### config.mk
export PLATFORM = sky130hd
export DESIGN_NAME = sacl_pick
export DESIGN_NICKNAME = d
export VERILOG_FILES = /design/src/rtl/sacl_pkg.sv /design/src/rtl/sacl_pick.sv
export SDC_FILE = /design/constraint.sdc
export NUM_CORES = 1
export LEC_CHECK = 0
export ABC_CLOCK_PERIOD_IN_PS = 20400
export BUFFER_PORTS_ARGS = -buffer_cell sky130_fd_sc_hd__buf_2
export CAP_MARGIN = 25
export CORE_AREA = 4 4 318 320
export DETAILED_ROUTE_END_ITERATION = 6
export DIE_AREA = 0 0 322 324
export PLACE_DENSITY = 0.41
export SLEW_MARGIN = 30
export SYNTH_ARGS = -nofsm -noshare
export SYNTH_HDL_FRONTEND = slang
export SYNTH_SLANG_ARGS = --single-unit
### constraint.sdc
create_clock -name vclk -period 20.4
set_clock_uncertainty 0.1 [all_clocks]
set_input_delay 1.02 -clock vclk [all_inputs]
set_output_delay 1.02 -clock vclk [all_outputs]
set_load 0.03 [all_outputs]
### src/rtl/sacl_pkg.sv
// ----------------------------------------------------------------------------
// sacl_pkg
// Shared types, codes and line layout for the set-associative LRU cache model.
// ----------------------------------------------------------------------------
package sacl_pkg;

  localparam int MAX_SET_BITS_DEF = 6;
  localparam int MAX_WAYS_DEF     = 8;

  localparam int ADDR_W  = 64;
  localparam int TAG_W   = 62;
  localparam int STAMP_W = 32;
  localparam int CNT_W   = 32;
  localparam int LINE_W  = 1 + TAG_W + STAMP_W;

  // line layout: {valid, tag, stamp}
  localparam int LINE_VALID_BIT = LINE_W - 1;
  localparam int LINE_TAG_LSB   = STAMP_W;

  localparam int PADDR_W = 4;
  localparam int PDATA_W = 32;

  typedef enum logic [1:0] {
    OP_LOAD   = 2'd0,
    OP_STORE  = 2'd1,
    OP_MODIFY = 2'd2,
    OP_NONE   = 2'd3
  } op_t;

  typedef enum logic [1:0] {
    OUT_HIT     = 2'd0,
    OUT_MISS    = 2'd1,
    OUT_EVICT   = 2'd2,
    OUT_IGNORED = 2'd3
  } outcome_t;

  typedef enum logic [1:0] {
    REG_SET_BITS   = 2'd0,
    REG_BLOCK_BITS = 2'd1,
    REG_WAYS_USED  = 2'd2,
    REG_UNUSED     = 2'd3
  } reg_idx_t;

  typedef enum logic [1:0] {
    ST_CLEAR,
    ST_IDLE,
    ST_BUSY
  } state_t;

endpackage

### src/rtl/sacl_pick.sv
// ----------------------------------------------------------------------------
// sacl_pick
// Way lookup for one set: first free or matching way in use, else the LRU
// victim (smallest stamp, lowest way on a tie).
// ----------------------------------------------------------------------------
module sacl_pick
  import sacl_pkg::*;
#(
  parameter int MAX_WAYS = MAX_WAYS_DEF,
  localparam int WAY_W   = (MAX_WAYS > 1) ? $clog2(MAX_WAYS) : 1
) (
  input  logic [MAX_WAYS-1:0][LINE_W-1:0] row,
  input  logic [TAG_W-1:0]                tag,
  input  logic [3:0]                      ways_used,
  output outcome_t                        outcome,
  output logic [WAY_W-1:0]                way
);

  logic [MAX_WAYS-1:0] in_use;
  logic                found;
  logic                found_valid;
  logic [WAY_W-1:0]    found_way;
  logic [WAY_W-1:0]    victim;
  logic [STAMP_W-1:0]  oldest;

  always_comb begin
    for (int i = 0; i < MAX_WAYS; i++) begin
      // way 0 is always in use, so a zero setting acts as one way
      in_use[i] = (i == 0) || (i < int'(ways_used));
    end
  end

  always_comb begin
    found       = 1'b0;
    found_valid = 1'b0;
    found_way   = '0;
    for (int i = 0; i < MAX_WAYS; i++) begin
      if (!found && in_use[i] &&
          (!row[i][LINE_VALID_BIT] ||
           row[i][LINE_TAG_LSB +: TAG_W] == tag)) begin
        found       = 1'b1;
        found_valid = row[i][LINE_VALID_BIT];
        found_way   = WAY_W'(i);
      end
    end
  end

  always_comb begin
    oldest = row[0][STAMP_W-1:0];
    victim = '0;
    for (int i = 1; i < MAX_WAYS; i++) begin
      if (in_use[i] && row[i][STAMP_W-1:0] < oldest) begin
        oldest = row[i][STAMP_W-1:0];
        victim = WAY_W'(i);
      end
    end
  end

  always_comb begin
    if (!found) begin
      outcome = OUT_EVICT;
      way     = victim;
    end else if (found_valid) begin
      outcome = OUT_HIT;
      way     = found_way;
    end else begin
      outcome = OUT_MISS;
      way     = found_way;
    end
  end

endmodule

Yosys cells after proc, flatten, opt, wreduce, memory -nomap -nowiden. Cells that the tools add are included. W data, S select, Z words.

Register bits after elaboration: 0. Input bits: 826. Output and inout port bits: 5. Logic and storage cells: 105.

$lt $le $gt $ge: 14. Equality and inequality tests: 8. Mux-type cells: 39. Reductions and logical operators: 44.

Operators by type and width (count): $eq A62 B62 Y1 (8); $lt A32 B32 Y1 (7); $mux W32 (6); $mux W3 (13); $logic_and A1 B1 Y1 (21); $mux W1 (19); $lt A3 B4 Y1 const A (4); $logic_not A1 Y1 (15); $logic_or A1 B1 Y1 (8); $lt A2 B4 Y1 const A (2); $lt A1 B4 Y1 const A (1); $mux W2 (1).

Depth between registers and ports, before layout.
Depth after elaboration: 33. Mapped depth: 97. Mapped depth without buffers: 90.

Least setup slack after synthesis. No wires, ideal clock.

Path kind: input to output. Start: in row[17] in the netlist's numbering. End: out way[2]. Data arrival time: 17501 ps. Required time: 19280 ps. Path slack: 1779 ps. Stages on the path: 93. Buffers on the path: 8. Path through: inv_1 -> ha_1 -> a21o_1 -> a221o_1 -> a2111oi_4 -> nand2_1 -> a21oi_2 -> clkbuf_1 -> clkbuf_1 -> a21oi_1 -> ha_1 -> a2111oi_0 -> nand2_1 -> a31oi_1 -> o31ai_1 -> or3_1 -> o22ai_1 -> nand2_2 -> [57 not listed] -> a41oi_1 -> and2_1 -> a31oi_4 -> buf_6 -> mux2_4 -> ha_1 -> a21o_1 -> a21o_1 -> a21oi_1 -> nor2b_1 -> o21ai_0 -> nand2b_1 -> a21oi_1 -> nor2b_1 -> a2111oi_0 -> o311a_1 -> o21ai_0 -> a41oi_1.

Longest elaborated chain between the ends: 22. Elaborated cells on any way between the ends: 26. Classes of those cells: order compare (7); mux (12); reduce/logical (7).

RTL lines: from (decl) (line sacl_pick.sv:12) `input logic [MAX_WAYS-1:0][LINE_W-1:0] row,`; $lt A32 B32 Y1 (line sacl_pick.sv:52) `if (in_use[i] && row[i][STAMP_W-1:0] < oldest) begin`; $logic_and A1 B1 Y1 (line sacl_pick.sv:52); $mux W32 * (line sacl_pick.sv:52); $lt A32 B32 Y1 (line sacl_pick.sv:52); $logic_and A1 B1 Y1 (line sacl_pick.sv:52); $mux W32 * (line sacl_pick.sv:52); $lt A32 B32 Y1 (line sacl_pick.sv:52); $logic_and A1 B1 Y1 (line sacl_pick.sv:52); [6 not listed]; $mux W32 (line sacl_pick.sv:52); $lt A32 B32 Y1 (line sacl_pick.sv:52); $logic_and A1 B1 Y1 (line sacl_pick.sv:52); $mux W32 (line sacl_pick.sv:52); $lt A32 B32 Y1 (line sacl_pick.sv:52); $logic_and A1 B1 Y1 (line sacl_pick.sv:52); $mux W3 * (line sacl_pick.sv:52); $mux W3 * (line sacl_pick.sv:60) `if (!found) begin`; to (decl) (line sacl_pick.sv:16) `output logic [WAY_W-1:0] way`.

Mark *: on every way between the ends. The rest lies on a longest branch, timed or not.

Worst setup path in the final report.
Start: in row[17] in the netlist's numbering. End: out way[0].

Longest elaborated chain between the ends: 22. Elaborated cells on any way between the ends: 28. Classes of those cells: order compare (7); mux (14); reduce/logical (7).

RTL lines (line): $lt A32 B32 Y1 (sacl_pick.sv:52); $logic_and A1 B1 Y1 (sacl_pick.sv:52); $mux W32 (sacl_pick.sv:52); $lt A32 B32 Y1 (sacl_pick.sv:52); $logic_and A1 B1 Y1 (sacl_pick.sv:52); $mux W32 (sacl_pick.sv:52); $lt A32 B32 Y1 (sacl_pick.sv:52); $logic_and A1 B1 Y1 (sacl_pick.sv:52); [6 not listed]; $mux W32 (sacl_pick.sv:52); $lt A32 B32 Y1 (sacl_pick.sv:52); $logic_and A1 B1 Y1 (sacl_pick.sv:52); $mux W32 (sacl_pick.sv:52); $lt A32 B32 Y1 (sacl_pick.sv:52); $logic_and A1 B1 Y1 (sacl_pick.sv:52); $mux W3 * (sacl_pick.sv:52); $mux W3 * (sacl_pick.sv:60).

Marks and branches as above.

==> metrics.cfg <==
[outcome]
outcome=completed

[sta]
tns_ps=0
finalMaxSlewViolations=0
hold_violations=0
worstMarginPinSlew_ps=899.5
finalSetupViolCount=0
whs_ps=2477
fin_crit_sh_pct=94.03
fin_crit_ps=19180
slew_headroom_pct=39.48
max_freq_mhz=52.13

[layout]
clkbuf_count=0
syn2layout_area_growth_pct=45.19
drive_above_1_share_pct=36.36
final_nets=3738
post-route-util_pct=20.38
fin_area_sq_um=20000
layout_commonest_cell=buf_2
seq_cells=0
final_cell_mix=buf_2, xnor2_1, ha_1
regArea_sq_um=0
fill_cells=11410

[critical_path]
cp-start-kind=primary input
crit_type=primary input to output port
slowest_stage=or4_1
worst_setup_path_end_kind=output port
path_common_cell=o21ai_0
crit_fanout=31
cp.required_ps=19280
critPathArrivalTime_ps=18060
max_stage_delay_ps=580

[routing]
wl_per_cell_um=28.76
drtIter0Drc=849
ant_nets=0
viasPerCell=4.385
drtPass1Iterations=6
drc=0
routed_wl_um=115200
num_vias=17560

[synthesis]
synth.cell_area_sq_um=13770
synth_xor_area_share_pct=31.54
synthesis.nets=2943
netlist.top_cell.by_area=xnor2_1
muxShareOfSynthArea_pct=5.986
synth-compound-area-share_pct=16.47
syn_avg_cell_area_sq_um=7.219
synth_top_area_share_pct=19.97
seq_area_frac_synth_pct=0
yosysUniqueCellTypes=69
synth_fa_ha_area_share_pct=19.13
synthSimpleGateAreaFrac_pct=19.62
synth_top_family_by_area=XOR/XNOR gates
synth_area_leaders=xnor2_1, ha_1, xor2_1
syn_inst=1908
ys_warn_count=0

[global_route]
grt_pass1_vias=18240
track_usage_pct=20.73
grt_pass1_wl_um=148800
grt_overflow=0
grt_max_degree=64
antenna_found_initial=73

[power_and_ir_drop]
finalPower_uw=1306
leakage_uw=0.009579
powerDensity_nw_per_um2=65.32
ir_drop_v=0.00003479

[placed_design]
dpl-instance-area_sq_um=19520
dp_hpwl_um=104900
gp_congestion=0.9128
io_buffer_count=831

[floorplan]
die_w_um=322
io_pins=831
die_area_sq_um=104300
coreArea_sq_um=98130
die_h_um=324
rows=115
initial_core_util_pct=14.04

[job]
drv_cap=0

[cts]
ctsHoldBuffers=0

[hold_path]
hold_path.class=primary input to output port

## report_power, final
part           switching [uW]  leakage (uW)  internal, uW  total (uW)
Combinational             731       0.00958           576        1310
Sequential                  0             0             0           0
Clock                       0   0.000000108      0.000113    0.000113
Total                     731       0.00958           576        1310
## cells in the mapped netlist (5+ instances only)
library cell / count
mux2_4: 27
o21a_1: 6
nor4_1: 71
buf_1: 10
xnor2_1: 314
clkbuf_1: 78
a31oi_1: 8
nor2b_1: 22
a21o_1: 45
nor3_1: 10
nand2b_1: 30
or2_2: 6
a211oi_1: 13
nand2_1: 64
mux2_2: 6
nand3_1: 29
nand4_1: 123
a21oi_1: 167
mux2i_1: 34
or3_1: 9
o21ai_0: 77
xor2_1: 182
o31ai_1: 6
and3_1: 8
a21boi_0: 5
ha_1: 209
nor2_1: 114
inv_1: 162
## layer usage
metal	up-vias	routed length (um)	track usage (%)
met2	763	62360	41.70
li1	8320	-	-
met5	-	290	0
met3	239	7050	4.249
met1	8194	39560	20.57
met4	46	5938	8.265
## layout make-up
| type | count | area [sq um] | area share, % |
|---|---|---|---|
| diodes | 17 | 42.54 | 0.2127 |
| inverters | 162 | 608.1 | 3.041 |
| multi-input cells | 1652 | 13040 | 65.22 |
| well taps | 1287 | 1610 | 8.052 |
| repair buffers | 887 | 4695 | 23.47 |
## worst paths after layout
kind | end | cells past startpoint | slack, ps | startpoint
worst min-delay path | outcome[0] | 3 | 2480 | row[759]
worst max-delay path | way[0] | 89 | 1220 | row[17]
## what timing repair did
item	in CTS	in global routing
hold endpoints to repair	0	0
setup endpoints to repair	3	3
gates cloned	0	3
pin swaps	0	6
gates resized for setup	7	51
setup buffers	0	18
## kinds of logic after synthesis
group	Yosys count
AND/OR/NAND/NOR	506
XOR/XNOR	496
AO/OA/AOI/OAI	370
buffers and inverters	257
adder cells (fa/ha/maj)	211
multiplexers	68
## per-stage QoR
stage	setup WS (ps)	instances
2_1_floorplan	1779	1908
3_3_place_gp	-0.3961	3967
3_5_place_dp	-192.5	3967
4_1_cts	27.13	3967
5_1_grt	-50.70	4001
6_report	1218	4005
## critical path: cells and delay by family
family	cells	cell delay (ps)
AOI/OAI and AO/OA	42	8200
adders and majority gates	7	2060
buffers and inverters	13	2070
and+or+nand+nor	24	3880
muxes	3	780
Power figures use the tool's default switching activity.
